==> config.mk <==
export PLATFORM = sky130hd
export DESIGN_NAME = signed_subset_sum_search_top
export DESIGN_NICKNAME = d
export VERILOG_FILES = /design/src/rtl/sss_pkg.sv /design/src/rtl/sss_dp.sv /design/src/rtl/sss_ctrl.sv /design/src/rtl/signed_subset_sum_search_top.sv
export VERILOG_INCLUDE_DIRS = /design/src /design/src/rtl
export SDC_FILE = /design/constraint.sdc
export NUM_CORES = 1
export LEC_CHECK = 0
export BUFFER_PORTS_ARGS = -buffer_cell sky130_fd_sc_hd__buf_2
export CORE_UTILIZATION = 60
export DETAILED_ROUTE_END_ITERATION = 7
export PLACE_DENSITY = 0.74
export SLEW_MARGIN = 10
export SYNTH_ARGS = -nofsm -noshare
export SYNTH_HDL_FRONTEND = slang
export SYNTH_SLANG_ARGS = --single-unit
==> constraint.sdc <==
create_clock -name i_clk -period 16.2 [get_ports i_clk]
set_input_delay 1.62 -clock i_clk [delete_from_list [all_inputs] [get_ports i_clk]]
set_output_delay 1.62 -clock i_clk [all_outputs]
set_load 0.03 [all_outputs]
==> src/rtl/signed_subset_sum_search_top_assert.svh <==
// assertion macros for the signed subset-sum search block
`ifndef SIGNED_SUBSET_SUM_SEARCH_TOP_ASSERT_SVH
`define SIGNED_SUBSET_SUM_SEARCH_TOP_ASSERT_SVH

// same-cycle implication under reset
`define SSS_ASSERT_NOW(lbl, ante, cons, msg) \
    lbl: assert property (@(posedge i_clk) disable iff (!i_rst_n) (ante) |-> (cons)) \
        else $error(msg);

// next-cycle implication under reset
`define SSS_ASSERT_NEXT(lbl, ante, cons, msg) \
    lbl: assert property (@(posedge i_clk) disable iff (!i_rst_n) (ante) |=> (cons)) \
        else $error(msg);

`endif

==> src/rtl/sss_pkg.sv <==
// shared constants and types of the signed subset-sum search block
package sss_pkg;

    localparam int MAX_W = 16;
    localparam int IDX_W = $clog2(MAX_W);
    localparam int CNT_W = $clog2(MAX_W + 1);
    localparam int WGT_W = 16;
    localparam int SUM_W = 21;
    localparam int PRE_W = 20;
    localparam int GAP_W = PRE_W + 2;

    typedef logic signed [1:0]       t_sign;
    typedef logic signed [SUM_W-1:0] t_sum;
    typedef logic [WGT_W-1:0]        t_weight;

    localparam t_sign SIGN_MINUS = -2'sd1;
    localparam t_sign SIGN_ZERO  = 2'sd0;
    localparam t_sign SIGN_PLUS  = 2'sd1;

    // controller to datapath
    typedef struct packed {
        logic load;       // store incoming weight
        logic start;      // clear sum and depth, search begins
        logic descend;    // pick minus at current depth, go one deeper
        logic advance;    // next sign at parent level, add its weight
        logic ascend;     // undo plus at parent level, go one up
        logic use_prev;   // read store at depth minus one
        logic emit_init;  // rewind depth to walk the answer
        logic emit_hit;   // register one answer word
        logic emit_miss;  // register the not-found word
        logic finish;     // clear set for the next load
    } t_ctrl_cmd;

    // datapath to controller
    typedef struct packed {
        logic count_last;
        logic depth_eq_n;
        logic depth_zero;
        logic sum_hit;
        logic prune;
        logic choice_plus;
        logic emit_last;
        logic out_free;
    } t_dp_status;

endpackage

==> src/rtl/sss_dp.sv <==
// datapath: weight store, prefix sums, sign choices, running sum and output register
module sss_dp (
    input  logic                          i_clk,
    input  logic                          i_rst_n,
    input  sss_pkg::t_ctrl_cmd            i_cmd,
    input  logic                          i_cfg_wen,
    input  logic [sss_pkg::SUM_W-1:0]     i_cfg_wdata,
    input  sss_pkg::t_weight              i_weight,
    input  logic                          i_out_stall,
    output sss_pkg::t_dp_status           o_status,
    output logic                          o_out_valid,
    output logic                          o_found,
    output logic [sss_pkg::IDX_W-1:0]     o_position,
    output sss_pkg::t_sign                o_sign,
    output sss_pkg::t_weight              o_weight_out,
    output logic                          o_last_result
);

    // storage
    sss_pkg::t_weight              r_weight [sss_pkg::MAX_W];
    logic [sss_pkg::PRE_W-1:0]     r_prefix [sss_pkg::MAX_W];
    sss_pkg::t_sign                r_choice [sss_pkg::MAX_W];

    // control registers
    sss_pkg::t_sum                 r_target;
    sss_pkg::t_sum                 r_sum, n_sum;
    logic [sss_pkg::CNT_W-1:0]     r_count;
    logic [sss_pkg::CNT_W-1:0]     r_depth, n_depth;
    logic [sss_pkg::PRE_W-1:0]     r_total;
    logic                          r_out_valid;

    // output payload
    logic                          r_found;
    logic [sss_pkg::IDX_W-1:0]     r_position;
    sss_pkg::t_sign                r_sign;
    sss_pkg::t_weight              r_weight_out;
    logic                          r_last_result;

    logic [sss_pkg::IDX_W-1:0]     rd_addr;
    sss_pkg::t_weight              rd_weight;
    sss_pkg::t_sign                rd_choice;
    logic [sss_pkg::PRE_W-1:0]     rd_prefix;
    sss_pkg::t_sum                 w_ext;
    logic [sss_pkg::PRE_W-1:0]     suffix;
    logic signed [sss_pkg::GAP_W-1:0] gap, suffix_s;
    logic                          out_free;

    // store read port, parent level while backtracking
    always_comb begin
        if (i_cmd.use_prev) begin
            rd_addr = sss_pkg::IDX_W'(r_depth - 1'b1);
        end else begin
            rd_addr = r_depth[sss_pkg::IDX_W-1:0];
        end
    end

    assign rd_weight = r_weight[rd_addr];
    assign rd_choice = r_choice[rd_addr];
    assign rd_prefix = r_prefix[r_depth[sss_pkg::IDX_W-1:0]];
    assign w_ext     = sss_pkg::t_sum'({{(sss_pkg::SUM_W - sss_pkg::WGT_W){1'b0}}, rd_weight});

    // reach test: target minus sum against what the remaining weights can give
    assign suffix   = r_total - rd_prefix;
    assign suffix_s = $signed({2'b00, suffix});
    assign gap      = sss_pkg::GAP_W'(r_target) - sss_pkg::GAP_W'(r_sum);

    assign out_free = !r_out_valid || !i_out_stall;

    // status back to the controller
    always_comb begin
        o_status.count_last  = (r_count == sss_pkg::CNT_W'(sss_pkg::MAX_W - 1));
        o_status.depth_eq_n  = (r_depth == r_count);
        o_status.depth_zero  = (r_depth == '0);
        o_status.sum_hit     = (r_sum == r_target);
        o_status.prune       = (gap > suffix_s) || (gap < -suffix_s);
        o_status.choice_plus = (rd_choice == sss_pkg::SIGN_PLUS);
        o_status.emit_last   = (r_depth == r_count - 1'b1);
        o_status.out_free    = out_free;
    end

    // running sum and depth
    always_comb begin
        n_sum   = r_sum;
        n_depth = r_depth;
        if (i_cmd.start || i_cmd.finish) begin
            n_sum   = '0;
            n_depth = '0;
        end else if (i_cmd.descend) begin
            n_sum   = r_sum - w_ext;
            n_depth = r_depth + 1'b1;
        end else if (i_cmd.advance) begin
            n_sum   = r_sum + w_ext;
        end else if (i_cmd.ascend) begin
            n_sum   = r_sum - w_ext;
            n_depth = r_depth - 1'b1;
        end else if (i_cmd.emit_init) begin
            n_depth = '0;
        end else if (i_cmd.emit_hit) begin
            n_depth = r_depth + 1'b1;
        end
    end

    // control registers
    always_ff @(posedge i_clk) begin
        if (!i_rst_n) begin
            r_target    <= '0;
            r_sum       <= '0;
            r_depth     <= '0;
            r_count     <= '0;
            r_total     <= '0;
            r_out_valid <= 1'b0;
        end else begin
            if (i_cfg_wen) begin
                r_target <= i_cfg_wdata;
            end
            r_sum   <= n_sum;
            r_depth <= n_depth;
            if (i_cmd.finish) begin
                r_count <= '0;
                r_total <= '0;
            end else if (i_cmd.load) begin
                r_count <= r_count + 1'b1;
                r_total <= r_total + sss_pkg::PRE_W'(i_weight);
            end
            if (i_cmd.emit_hit || i_cmd.emit_miss) begin
                r_out_valid <= 1'b1;
            end else if (!i_out_stall) begin
                r_out_valid <= 1'b0;
            end
        end
    end

    // weight store, prefix sums and sign choices
    always_ff @(posedge i_clk) begin
        if (i_cmd.load) begin
            r_weight[r_count[sss_pkg::IDX_W-1:0]] <= i_weight;
            r_prefix[r_count[sss_pkg::IDX_W-1:0]] <= r_total;
        end
        if (i_cmd.descend) begin
            r_choice[rd_addr] <= sss_pkg::SIGN_MINUS;
        end else if (i_cmd.advance) begin
            r_choice[rd_addr] <= rd_choice + sss_pkg::SIGN_PLUS;
        end
    end

    // output word register
    always_ff @(posedge i_clk) begin
        if (i_cmd.emit_hit) begin
            r_found       <= 1'b1;
            r_position    <= rd_addr;
            r_sign        <= rd_choice;
            r_weight_out  <= rd_weight;
            r_last_result <= o_status.emit_last;
        end else if (i_cmd.emit_miss) begin
            r_found       <= 1'b0;
            r_position    <= '0;
            r_sign        <= sss_pkg::SIGN_ZERO;
            r_weight_out  <= '0;
            r_last_result <= 1'b1;
        end
    end

    assign o_out_valid   = r_out_valid;
    assign o_found       = r_found;
    assign o_position    = r_position;
    assign o_sign        = r_sign;
    assign o_weight_out  = r_weight_out;
    assign o_last_result = r_last_result;

endmodule

==> src/rtl/sss_ctrl.sv <==
// controller: load, depth-first search and answer sequencing
module sss_ctrl (
    input  logic                  i_clk,
    input  logic                  i_rst_n,
    input  logic                  i_in_valid,
    input  logic                  i_is_last,
    input  sss_pkg::t_dp_status   i_status,
    output sss_pkg::t_ctrl_cmd    o_cmd,
    output logic                  o_in_stall
);

    localparam logic [2:0] ST_LOAD      = 3'd0;
    localparam logic [2:0] ST_ENTER     = 3'd1;
    localparam logic [2:0] ST_RETURN    = 3'd2;
    localparam logic [2:0] ST_EMIT_HIT  = 3'd3;
    localparam logic [2:0] ST_EMIT_MISS = 3'd4;

    logic [2:0] r_state, n_state;

    // next state and commands
    always_comb begin
        n_state = r_state;
        o_cmd   = '0;
        case (r_state)
            ST_LOAD: begin
                if (i_in_valid) begin
                    o_cmd.load = 1'b1;
                    if (i_is_last || i_status.count_last) begin
                        o_cmd.start = 1'b1;
                        n_state     = ST_ENTER;
                    end
                end
            end
            ST_ENTER: begin
                if (i_status.depth_eq_n) begin
                    if (i_status.sum_hit) begin
                        o_cmd.emit_init = 1'b1;
                        n_state         = ST_EMIT_HIT;
                    end else begin
                        n_state = ST_RETURN;
                    end
                end else if (i_status.prune) begin
                    n_state = ST_RETURN;
                end else begin
                    o_cmd.descend = 1'b1;
                end
            end
            ST_RETURN: begin
                o_cmd.use_prev = 1'b1;
                if (i_status.depth_zero) begin
                    n_state = ST_EMIT_MISS;
                end else if (i_status.choice_plus) begin
                    o_cmd.ascend = 1'b1;
                end else begin
                    o_cmd.advance = 1'b1;
                    n_state       = ST_ENTER;
                end
            end
            ST_EMIT_HIT: begin
                if (i_status.out_free) begin
                    o_cmd.emit_hit = 1'b1;
                    if (i_status.emit_last) begin
                        o_cmd.finish = 1'b1;
                        n_state      = ST_LOAD;
                    end
                end
            end
            ST_EMIT_MISS: begin
                if (i_status.out_free) begin
                    o_cmd.emit_miss = 1'b1;
                    o_cmd.finish    = 1'b1;
                    n_state         = ST_LOAD;
                end
            end
            default: begin
                n_state = ST_LOAD;
            end
        endcase
    end

    // state register
    always_ff @(posedge i_clk) begin
        if (!i_rst_n) begin
            r_state <= ST_LOAD;
        end else begin
            r_state <= n_state;
        end
    end

    assign o_in_stall = (r_state != ST_LOAD);

endmodule

==> src/rtl/signed_subset_sum_search_top.sv <==
// top level of the signed subset-sum search block
//
// Input channel (i_in_valid / o_in_stall) carries one weight per word, with
// i_is_last marking the final weight of a set; a set of 16 ends by itself.
// Loading takes one word per cycle. After the last word the input stalls
// while a depth-first search over signs minus, zero, plus runs, one search
// step per cycle through the single running-sum adder; the search is cut
// short where the remaining weights cannot reach the target.
// Output channel (o_out_valid / i_out_stall) then gives N words, one per
// cycle, position 0 first, the last flagged by o_last_result; or one
// not-found word with o_found low. Each word sits in an output register, so
// the next set can load while the final word still waits. A stall on the
// output holds the word and pauses the answer sequence.
// i_cfg_wen / i_cfg_wdata write the signed target; write it only while idle.
// Reset (i_rst_n low, synchronous) clears the target to zero, empties the
// set and drops output valid; stored weights are not cleared.
`include "signed_subset_sum_search_top_assert.svh"

module signed_subset_sum_search_top (
    input  logic                          i_clk,
    input  logic                          i_rst_n,
    input  logic                          i_cfg_wen,
    input  logic [sss_pkg::SUM_W-1:0]     i_cfg_wdata,
    input  logic                          i_in_valid,
    output logic                          o_in_stall,
    input  logic [sss_pkg::WGT_W-1:0]     i_weight,
    input  logic                          i_is_last,
    output logic                          o_out_valid,
    input  logic                          i_out_stall,
    output logic                          o_found,
    output logic [3:0]                    o_position,
    output logic signed [1:0]             o_sign,
    output logic [sss_pkg::WGT_W-1:0]     o_weight_out,
    output logic                          o_last_result
);

    sss_pkg::t_ctrl_cmd  cmd;
    sss_pkg::t_dp_status status;

    // sequencing
    sss_ctrl u_ctrl (
        .i_clk      (i_clk),
        .i_rst_n    (i_rst_n),
        .i_in_valid (i_in_valid),
        .i_is_last  (i_is_last),
        .i_status   (status),
        .o_cmd      (cmd),
        .o_in_stall (o_in_stall)
    );

    // storage and arithmetic
    sss_dp u_dp (
        .i_clk         (i_clk),
        .i_rst_n       (i_rst_n),
        .i_cmd         (cmd),
        .i_cfg_wen     (i_cfg_wen),
        .i_cfg_wdata   (i_cfg_wdata),
        .i_weight      (i_weight),
        .i_out_stall   (i_out_stall),
        .o_status      (status),
        .o_out_valid   (o_out_valid),
        .o_found       (o_found),
        .o_position    (o_position),
        .o_sign        (o_sign),
        .o_weight_out  (o_weight_out),
        .o_last_result (o_last_result)
    );

    // checks
    `SSS_ASSERT_NOW(a_miss_is_last, o_out_valid && !o_found, o_last_result && o_weight_out == '0, "not-found word must be a lone last word")
    `SSS_ASSERT_NOW(a_no_overwrite, cmd.emit_hit || cmd.emit_miss, status.out_free, "answer word written over a pending word")
    `SSS_ASSERT_NOW(a_descend_legal, cmd.descend, !status.prune && !status.depth_eq_n && o_in_stall, "descent past the set or into a dead branch")
    `SSS_ASSERT_NEXT(a_load_sets_valid, cmd.emit_hit || cmd.emit_miss, o_out_valid, "answer word not presented")

endmodule
; ---- Word-level counts from Yosys, hierarchy flattened
; Memory sizes are Yosys's and may differ from the RTL's. A register that Yosys moved wholly into a read port is not among the register bits.
; Index checks and enable logic that the tools add are counted.
[op_classes]
n_addsub = 11
order_cmp = 2
n_eq_ne = 18
mux = 60
n_bitwise = 2
reduce_logical = 17
[ops]
columns = cell, n
row1 = 2-to-1 mux 21 bit, 3
row2 = 2-to-1 mux 16 bit, 2
row3 = 2-to-1 mux 3 bit, 10
row4 = 2-to-1 mux 1 bit, 26
row5 = 2-to-1 mux 5 bit, 5
row6 = greater-than comparator 22 x 21 -> 1 bit, 1
row7 = less-than comparator 22 bit, 1
row8 = negator 20 -> 22 bit, 1
row9 = subtractor 21 x 21 -> 22 bit, 1
row10 = adder 21 x 17 -> 21 bit, 1
row11 = == test 21 bit, 1
row12 = subtractor 21 x 17 -> 21 bit, 1
row13 = adder 20 x 16 -> 20 bit, 1
row14 = 2-to-1 mux 4 bit, 5
row15 = subtractor 20 bit, 1
row16 = one-hot mux 3 bit (5 select lines), 1
row17 = 2-to-1 mux 2 bit, 7
row18 = "adder 5 x 1 -> 5 bit, second input constant", 2
row19 = == test 5 bit, 2
row20 = "!= test 2 x 1 -> 1 bit, second input constant", 5
row21 = "subtractor 5 x 1 -> 5 bit, second input constant", 2
row22 = AND reduction 7 bit, 1
row23 = "== test 3 x 2 -> 1 bit, second input constant", 2
row24 = "!= test 3 bit, second input constant", 2
row25 = other kinds (18), 26
[totals]
reg_bits = 100
ramBits = 608
wordCells = 125
mem_count = 3
[mem_list]
columns = memory, words, word_bits, rd, rd_ports_with_merged_regs, wr, line_no
row1 = u_dp.r_prefix, 16, 20, 1, 1, 1, sss_dp.sv:21  ; logic [sss_pkg::PRE_W-1:0] r_prefix [sss_pkg::MAX_W];
row2 = u_dp.r_weight, 16, 16, 1, 0, 1, sss_dp.sv:20  ; sss_pkg::t_weight r_weight [sss_pkg::MAX_W];
row3 = u_dp.r_choice, 16, 2, 1, 0, 1, sss_dp.sv:22  ; sss_pkg::t_sign r_choice [sss_pkg::MAX_W];

; ---- Depth between registers and ports, before layout
; Gate-level depths: netlist (run 1).
[logic_depth]
ltp_mapped = 28
depth_no_buf = 24

; ---- Cells and area by module
; From an unflattened synthesis (run 1), not the netlist that was laid out.
[unflattened]
hier_cells = 2179
area_unflattened_um2 = 33455.8
[modules_own_cells]
columns = module, n_inst, cells_each, area_each_um2, seq_area_each_um2
row1 = sss_dp, 1, 2136, 33143.0, 20509.7
row2 = sss_ctrl, 1, 43, 312.8, 60.1

; ---- Worst setup path before layout (run 1)
; OpenSTA, ideal clock, no wires.
[synth_path]
kind = flip-flop to flip-flop
start = reg with a tool-made name
end = mem u_dp.r_choice[10][0] in the netlist's numbering (enable)
setup_time_ps = 274
t_arrival_ps = 6590
path_slack_ps = 9336
path_stages_with_launch = 26
path_buffers = 3
path_cell_list = dfxtp_1 > clkbuf_1 > buf_2 > buf_1 > mux4_2 > mux4_2 > ha_1 > inv_1 > fa_1 > a211oi_1 > o31ai_1 > xor2_1 > nor4b_1 > nand3_1 > nor3_1 > and4_1 > nand4b_1 > xor2_1 > ha_1 > a21o_1 > a211oi_1 > nand4b_1 > o2111ai_1 > o21ba_2 > o21ai_1 > nor3_1
[synth_lines]
columns = element, line_no
row1 = "end, declared", sss_dp.sv:22

==> impl_results.md, run 1 <==
- Initial antenna violation count: 0
- Synth unique cells: 81
- Critical path peak fanout: 46
- CTS Buffer Depth: 3
- Share of cells above drive strength 1: 0.1902
- Vias in the first global route: 19561
- Slack of the worst reg-to-reg path: 8.13 ns
- Vias: 19682
- Total CTS buffers: 72
- CTS Root Cell: clkbuf_16
- Post-CTS Setup Bufs: 0
- Wire length per cell: 26.00 microns
- Synthesized area: between 30000 and 40000 sq um
- CP arrival: around 8.4 ns
- DP Worst Slack: 8.180 ns
- Final Cell Area: 36600 sq um
- Num rows: 85
- Pwr per Cell Area: 182.7 nW/um^2
- Die W: 237.0 microns
- Flops & latches, synth: between 700 and 800
- Setup-failing EPs final: 0
- Reg-to-Reg End: u_dp.r_choice[10][0]$_DFFE_PP_
- Post-Syn Instances: 2184
- Cell breakdown of the critical path: buf_4 > mux4_2 > mux4_2 > inv_1 > ha_1 > a2111oi_2 > a211o_1 > a21oi_1 > or3b_2 > nand3_1 > and4_1 > nand4b_1 > xor2_1 > ha_1 > a21o_1 > a211oi_1 > nand4b_1 > o2111ai_1 > o21ba_2 > o21ai_1 > nor3_1
- Post-synthesis area per instance: between 15 and 20 sq um
- Hold Path End: u_dp.r_count[4]$_SDFFE_PP0P_
- Seq/Total Area, Yosys: 0.6208
- Final HPWL DP: 46680 microns
- H-tree depth: 3
- Area leader, netlist: edfxtp_1
- Core area: 54240 sq um
- Final hold vios: 0
- FF-to-FF path depth: 21
- CTS tree: done
- Tcrit/Tclk final: 0.4984
- Post-synth EDFFs: 631
- Starting DRC count in detailed routing: 1827
- Syn Nets: 2374
- Post-DP Area: 34410 sq um
- WS Path Type: register to register
- Commonest non-fill, non-tap cells in the layout: edfxtp_1 (631), mux4_2 (190), nor2_1 (150), ha_1 (142), nand2_1 (111)
- CP endpoint kind: register
- Syn. warnings: 0
- TNS Setup: 0 ns
- Max-slew headroom: 0.1514
- GRT overflow: 0
- RSZ-0062 raised after global routing: false
- FFs w/ async S/R, synth: 0
- Fillers: ~3600
- Ant. Diodes: 0
- Global-route wire length before repair: ~120000 microns
- Worst-Skew Late Latency: ~0.63 ns
- Clock Skews: roughly 0.030 ns
- Vias per cell: 6.496
- Layout net count: 2469
- Max-cap viol count: 0
- CTS clk-pin slew, worst paths: 0.06 ns
- Area Overhead vs Synth: 10.46%
- Crit path time final: between 8 and 9 ns
- Hold path cells: 2
- Die area: around 56000 sq um
- Largest stage delay, worst path: 0.81 ns
- VDD IR max: 0.09696 mV
- Slowest CP cell: dfxtp_4
- Synth top area share: 0.5718
- Critical Path RT: 16.52 ns
- Slew Viols, Final: 0
- Post-route ant nets: 0
- Worst min path class: register to register
- Sinks on Clock Net: 712
- Worst Slack Setup Final: between 8 and 9 ns
- Post-cts resize count: 0
- Synth area leaders: edfxtp_1 (57%), mux4_2 (13%), ha_1 (5.4%)
- Synth Flop Type: edfxtp_1
- IO buf count: 68
- IO Pins: slightly below 70
- Hold slack: 0.5152 ns
- Drt pass-1 iters: 5
- Pin count of the biggest net entering global routing: 78
- Critical hold path startpoint: u_dp.r_count[4]$_SDFFE_PP0P_
- All-Layer GR Usage: 0.2870
- Die Ht: ~240 microns
- CTS hold repair buffers: 0
- DRC violations left: 0
- Status: finished clean
- Worst slew pin tran: 1.272 ns
- Max Freq: 123.9 MHz
- Leading cell type in the layout, fill and taps excluded: edfxtp_1
- Leak pwr: 12.66 nW
- Initial Utilization: 0.6109
- Placer Congestion: 0.9090
- Final wirelength: roughly 79000 microns
- Startpoint type of the worst setup path: register
[report_power, final]
group | total [mW] | switching [mW] | leakage, nW | internal, mW
clock network | 1.56 | 0.688 | 1.06 | 0.874
registers | 2.31 | 0.127 | 6.50 | 2.18
logic | 2.82 | 1.67 | 5.10 | 1.15
total | 6.69 | 2.48 | 12.7 | 4.20
[worst max-delay path by stage]
| stage | end | slack, ns | cells past startpoint |
|---|---|---|---|
| after global routing | u_dp.r_choice[15][1]$_DFFE_PP_ | 7.44 | 22 |
| final | u_dp.r_choice[10][0]$_DFFE_PP_ | 8.13 | 21 |
| after global placement | u_dp.r_choice[10][0]$_DFFE_PP_ | 8.40 | 22 |
| after CTS | u_dp.r_choice[10][1]$_DFFE_PP_ | 8.11 | 22 |
| after floorplan | u_dp.r_choice[10][0]$_DFFE_PP_ | 9.34 | 25 |
| after detailed placement | u_dp.r_choice[10][1]$_DFFE_PP_ | 8.18 | 22 |
[per-stage QoR]
stage / cells / total power [mW] / utilization
final: 3030 / 6.687 / 0.6748
after global routing: 3030 / 7.068 / 0.6748
after CTS: 3030 / 6.694 / 0.6748
after detailed placement: 2901 / 5.122 / 0.6344
after global placement: 2901 / 5.042 / 0.6344
after floorplan: 2184 / 4.390 / -
[state kept, by name (all words and copies together), names as in the netlist, named ones only]
| name | flops |
|---|---|
| u_dp.r_sum | 21 |
| u_dp.o_weight_out | 16 |
| u_dp.o_found | 1 |
| u_dp.r_target | 21 |
| u_dp.o_sign | 2 |
| u_dp.r_depth | 5 |
| u_dp.o_position | 4 |
| u_dp.r_total | 20 |
| u_dp.r_choice | 32 |
| u_dp.o_out_valid | 1 |
| u_dp.r_weight | 256 |
| u_ctrl.r_state | 3 |
| u_dp.r_prefix | 320 |
| u_dp.o_last_result | 1 |
| u_dp.r_count | 5 |
[critical path, delay by kind of cell (launching register included)]
| kind | cells | cell delay (ns) |
|---|---|---|
| AOI/OAI and AO/OA | 8 | 2.62 |
| and+or+nand+nor | 6 | 1.50 |
| muxes | 2 | 1.09 |
| buffers and inverters | 2 | 0.88 |
| DFF | 1 | 0.81 |
| adders and majority gates | 2 | 0.62 |
| xor gates and xnor gates | 1 | 0.17 |
[cells by family (layout without fill, tap and decap cells)]
kind of cell | Yosys count | after routing | share of synthesized area
DFF | 712 | 712 | 0.6208
and+or+nand+nor | 484 | 484 | 0.07004
muxes | 223 | 223 | 0.1392
AOI/OAI and AO/OA | 336 | 336 | 0.06642
buffers and inverters | 195 | 345 | 0.02375
adders and majority gates | 147 | 147 | 0.05664
xor gates and xnor gates | 87 | 87 | 0.02322
[layout make-up]
cell class                      instances  area (sq um)  area share
Sequential cell                       712         20580      0.5622
Inverter                              112         420.4     0.01149
Multi-Input combinational cell       1277         11930      0.3259
Clock buffer                          100          1937     0.05292
Clock inverter                         29         255.2    0.006973
Timing Repair Buffer                  104         610.6     0.01668
Tap cell                              696         870.8     0.02379
[synth_stat cells, types with 4 or more instances]
master and count:
ha_1 142, buf_6 4, edfxtp_1 631, mux4_2 190, nand4_1 15, a211oi_1 27, o211a_1 6, nor3_1 43
o21ai_1 5, buf_2 17, xnor2_1 62, a21o_1 21, and4_1 4, buf_1 13, o21a_1 13, xor2_1 24
inv_1 96, o21bai_1 10, and2_1 10, o31ai_1 9, a21boi_0 5, a31oi_1 10, a221oi_1 7, dfxtp_1 81
fa_1 5, o211ai_1 6, nand2b_1 22, nor2_1 163, a2111oi_0 5, nand3_1 29, o21ai_0 56, or3_1 8
a211o_1 4, and3_1 9, nor2b_1 40, mux2i_1 31, nand2_1 111, clkbuf_1 48, nand3b_1 5, inv_2 16
a21oi_1 111, nor3b_1 5
[routing by layer]
metal  vias up  GRT usage  share of wire
li1       8682          -              -
met1      9904     0.3932           0.41
met2       897     0.4672           0.48
met3       199    0.04127          0.073
met4         0     0.1163          0.043
met5         -          0              0
Note: power is estimated with default switching activity, not from simulation.
==> inputs of run 2 (changes only) <==
==> constraint.sdc (replaced) <==
create_clock -name i_clk -period 7.7 [get_ports i_clk]
set_input_delay 0.77 -clock i_clk [delete_from_list [all_inputs] [get_ports i_clk]]
set_output_delay 0.77 -clock i_clk [all_outputs]
set_load 0.03 [all_outputs]
==> run 2 against run 1 <==
  * Hold slack worse by 0.095 ns
  * Largest power group unchanged
  * Critical path depth down 1
  * Non-clock buffer count up 10
  * Clock power up 130%
==> impl_results.md, run 2 (synthesis gave the netlist of run 1 again) <==
- Status: finished clean
- All-Layer GR Usage: 0.2906
- Worst-Skew Late Latency: 0.63 ns
- H-tree depth: 3
- Max Freq: ~140 MHz
- Post-CTS Setup Bufs: 0
- Drt pass-1 iters: 7
- VDD IR max: 0.2576 mV
- Core area: 54240 sq um
- Worst min path class: input port to register
- Total CTS buffers: 73
- Slew Viols, Final: 0
- Layout net count: around 2500
- GRT overflow: 0
- Initial antenna violation count: 1
- Vias in the first global route: 19738
- Final hold vios: 0
- Max-slew headroom: 0.2219
- Crit path max-delay family: compound AO/OA/AOI/OAI gates
- Crit path time final: slightly above 7 ns
- IO buf count: 68
- Pin count of the biggest net entering global routing: 77
- Num rows: between 80 and 90
- Slack of the worst reg-to-reg path: a little over 0.5 ns
- Clock Skews: 0.03226 ns
- Startpoint type of the worst setup path: register
- Post-cts resize count: 0
- Reg-to-Reg End: u_dp.r_choice[1][1]$_DFFE_PP_
- Setup-failing EPs final: 0
- Die W: 237.0 microns
- Sinks on Clock Net: 712
- Final HPWL DP: 48050 microns
- Tcrit/Tclk final: 0.9334
- WS Path Type: register to register
- Cell breakdown of the critical path: buf_12 > mux4_2 > mux4_2 > inv_1 > ha_1 > a2111oi_0 > a21oi_1 > or3b_2 > nand3_1 > and4_1 > nand4b_1 > xor2_1 > ha_1 > a21o_1 > a211oi_1 > nand4b_1 > o2111ai_1 > o21ba_2 > o21ai_1 > nor3_1
- CTS Root Cell: clkbuf_16
- Slowest CP cell: a2111oi_0
- Critical path peak fanout: 22
- CTS hold repair buffers: 0
- Largest stage delay, worst path: slightly above 0.8 ns
- RSZ-0062 raised after global routing: false
- Critical Path RT: 8.04 ns
- Critical hold path startpoint: i_cfg_wdata[12]
- Post-route ant nets: 0
- CTS Buffer Depth: 3
- FF-to-FF path depth: 20
- Wire length per cell: 26.06 microns
- Leading cell type in the layout, fill and taps excluded: edfxtp_1
- Worst Slack Setup Final: 0.5126 ns
- Die area: 56170 sq um
- Max-cap viol count: 0
- Vias: 19586
- Worst slew pin tran: ~1.2 ns
- Pwr per Cell Area: 388.8 nW/um^2
- Global-route wire length before repair: 120200 microns
- Vias per cell: 6.436
- CTS tree: done
- Number of flip-flops under the largest register name: 320
- Hold path cells: 3
- Share of cells above drive strength 1: 0.1991
- DP Worst Slack: 0.5290 ns
- Initial Utilization: 0.6109
- DRC violations left: 0
- IO Pins: just under 70
- Area Overhead vs Synth: 11.59%
- Placer Congestion: 0.9674
- Commonest non-fill, non-tap cells in the layout: edfxtp_1 (631), mux4_2 (190), nor2_1 (150), ha_1 (142), nand2_1 (111)
- Die Ht: 237.0 microns
- Leak pwr: 12.86 nW
- CP arrival: 7.52 ns
- Starting DRC count in detailed routing: 1812
- CP endpoint kind: register
- CTS clk-pin slew, worst paths: 0.06 ns
- Hold Path End: u_dp.r_target[12]$_SDFFE_PN0P_
- Final wirelength: 79290 microns
- Worst path bufs/invs: 2
- TNS Setup: 0 ns
-- run 2: cell types whose count changed in the layout (fill, tap and decap cells not counted), moves of 2 or more --
cell and delta:
clkinv_8 -3, bufinv_16 +5, clkbuf_1 -3, buf_12 +3, clkbuf_8 +2, clkinv_4 +3
clkbuf_16 +5, clkinv_1 -7, buf_4 +7
-- run 2: worst max-delay path by stage --
stage / startpoint / endpoint / slack (ns) / depth (start not counted)
after floorplan: register / u_dp.r_choice[10][0]$_DFFE_PP_ / 0.84 / 25
after global placement: register / u_dp.r_choice[1][0]$_DFFE_PP_ / 0.76 / 22
after detailed placement: register / u_dp.r_choice[1][0]$_DFFE_PP_ / 0.53 / 22
after CTS: register / u_dp.r_choice[9][1]$_DFFE_PP_ / 0.49 / 22
after global routing: register / u_dp.r_choice[13][1]$_DFFE_PP_ / 0.04 / 20
final: register / u_dp.r_choice[1][1]$_DFFE_PP_ / 0.51 / 20
-- run 2: layer usage --
metal | up-vias | global-route usage | wire length (microns)
met3 | 151 | 0.05829 | 6926
met5 | - | 0 | 0
met2 | 876 | 0.4752 | 38360
met1 | 9854 | 0.3885 | 31460
li1 | 8705 | - | -
met4 | 0 | 0.1088 | 2548
-- run 2: report_power, final --
part	internal, mW	switching [mW]
logic	2.45	3.50
registers	4.59	0.250
clock network	2.13	1.47
-- run 2: cell type report --
| cell class | count | area, sq um |
|---|---|---|
| clock inverter | 27 | 369.1 |
| antenna | 1 | 2.502 |
| inverter | 112 | 420.4 |
| multi-input combinational | 1277 | 11940 |
| sequential | 712 | 20580 |
| timing repair buffer | 114 | 723.2 |
| clock buffer | 104 | 2078 |
| tap | 696 | 870.8 |
| fill | 3589 | 17260 |
-- run 2: stage by stage --
step	utilization	power (mW)	cell area (sq um)	hold WS, ns	std cells
after floorplan	-	9.237	33140	0.4826	2184
after global placement	0.6365	10.62	34520	0.4931	2911
after detailed placement	0.6365	10.77	34520	0.4911	2911
after CTS	0.6816	14.40	36970	0.3940	3042
after global routing	0.6818	15.20	36980	0.4321	3043
final	0.6818	14.38	36980	0.4206	3043
-- run 2: tightest hold or removal path, delay by kind of cell --
family | cells | cell delay, ns
mux | 1 | 0.05
simple gates | 1 | 0.09
buf+inv | 1 | 0.08
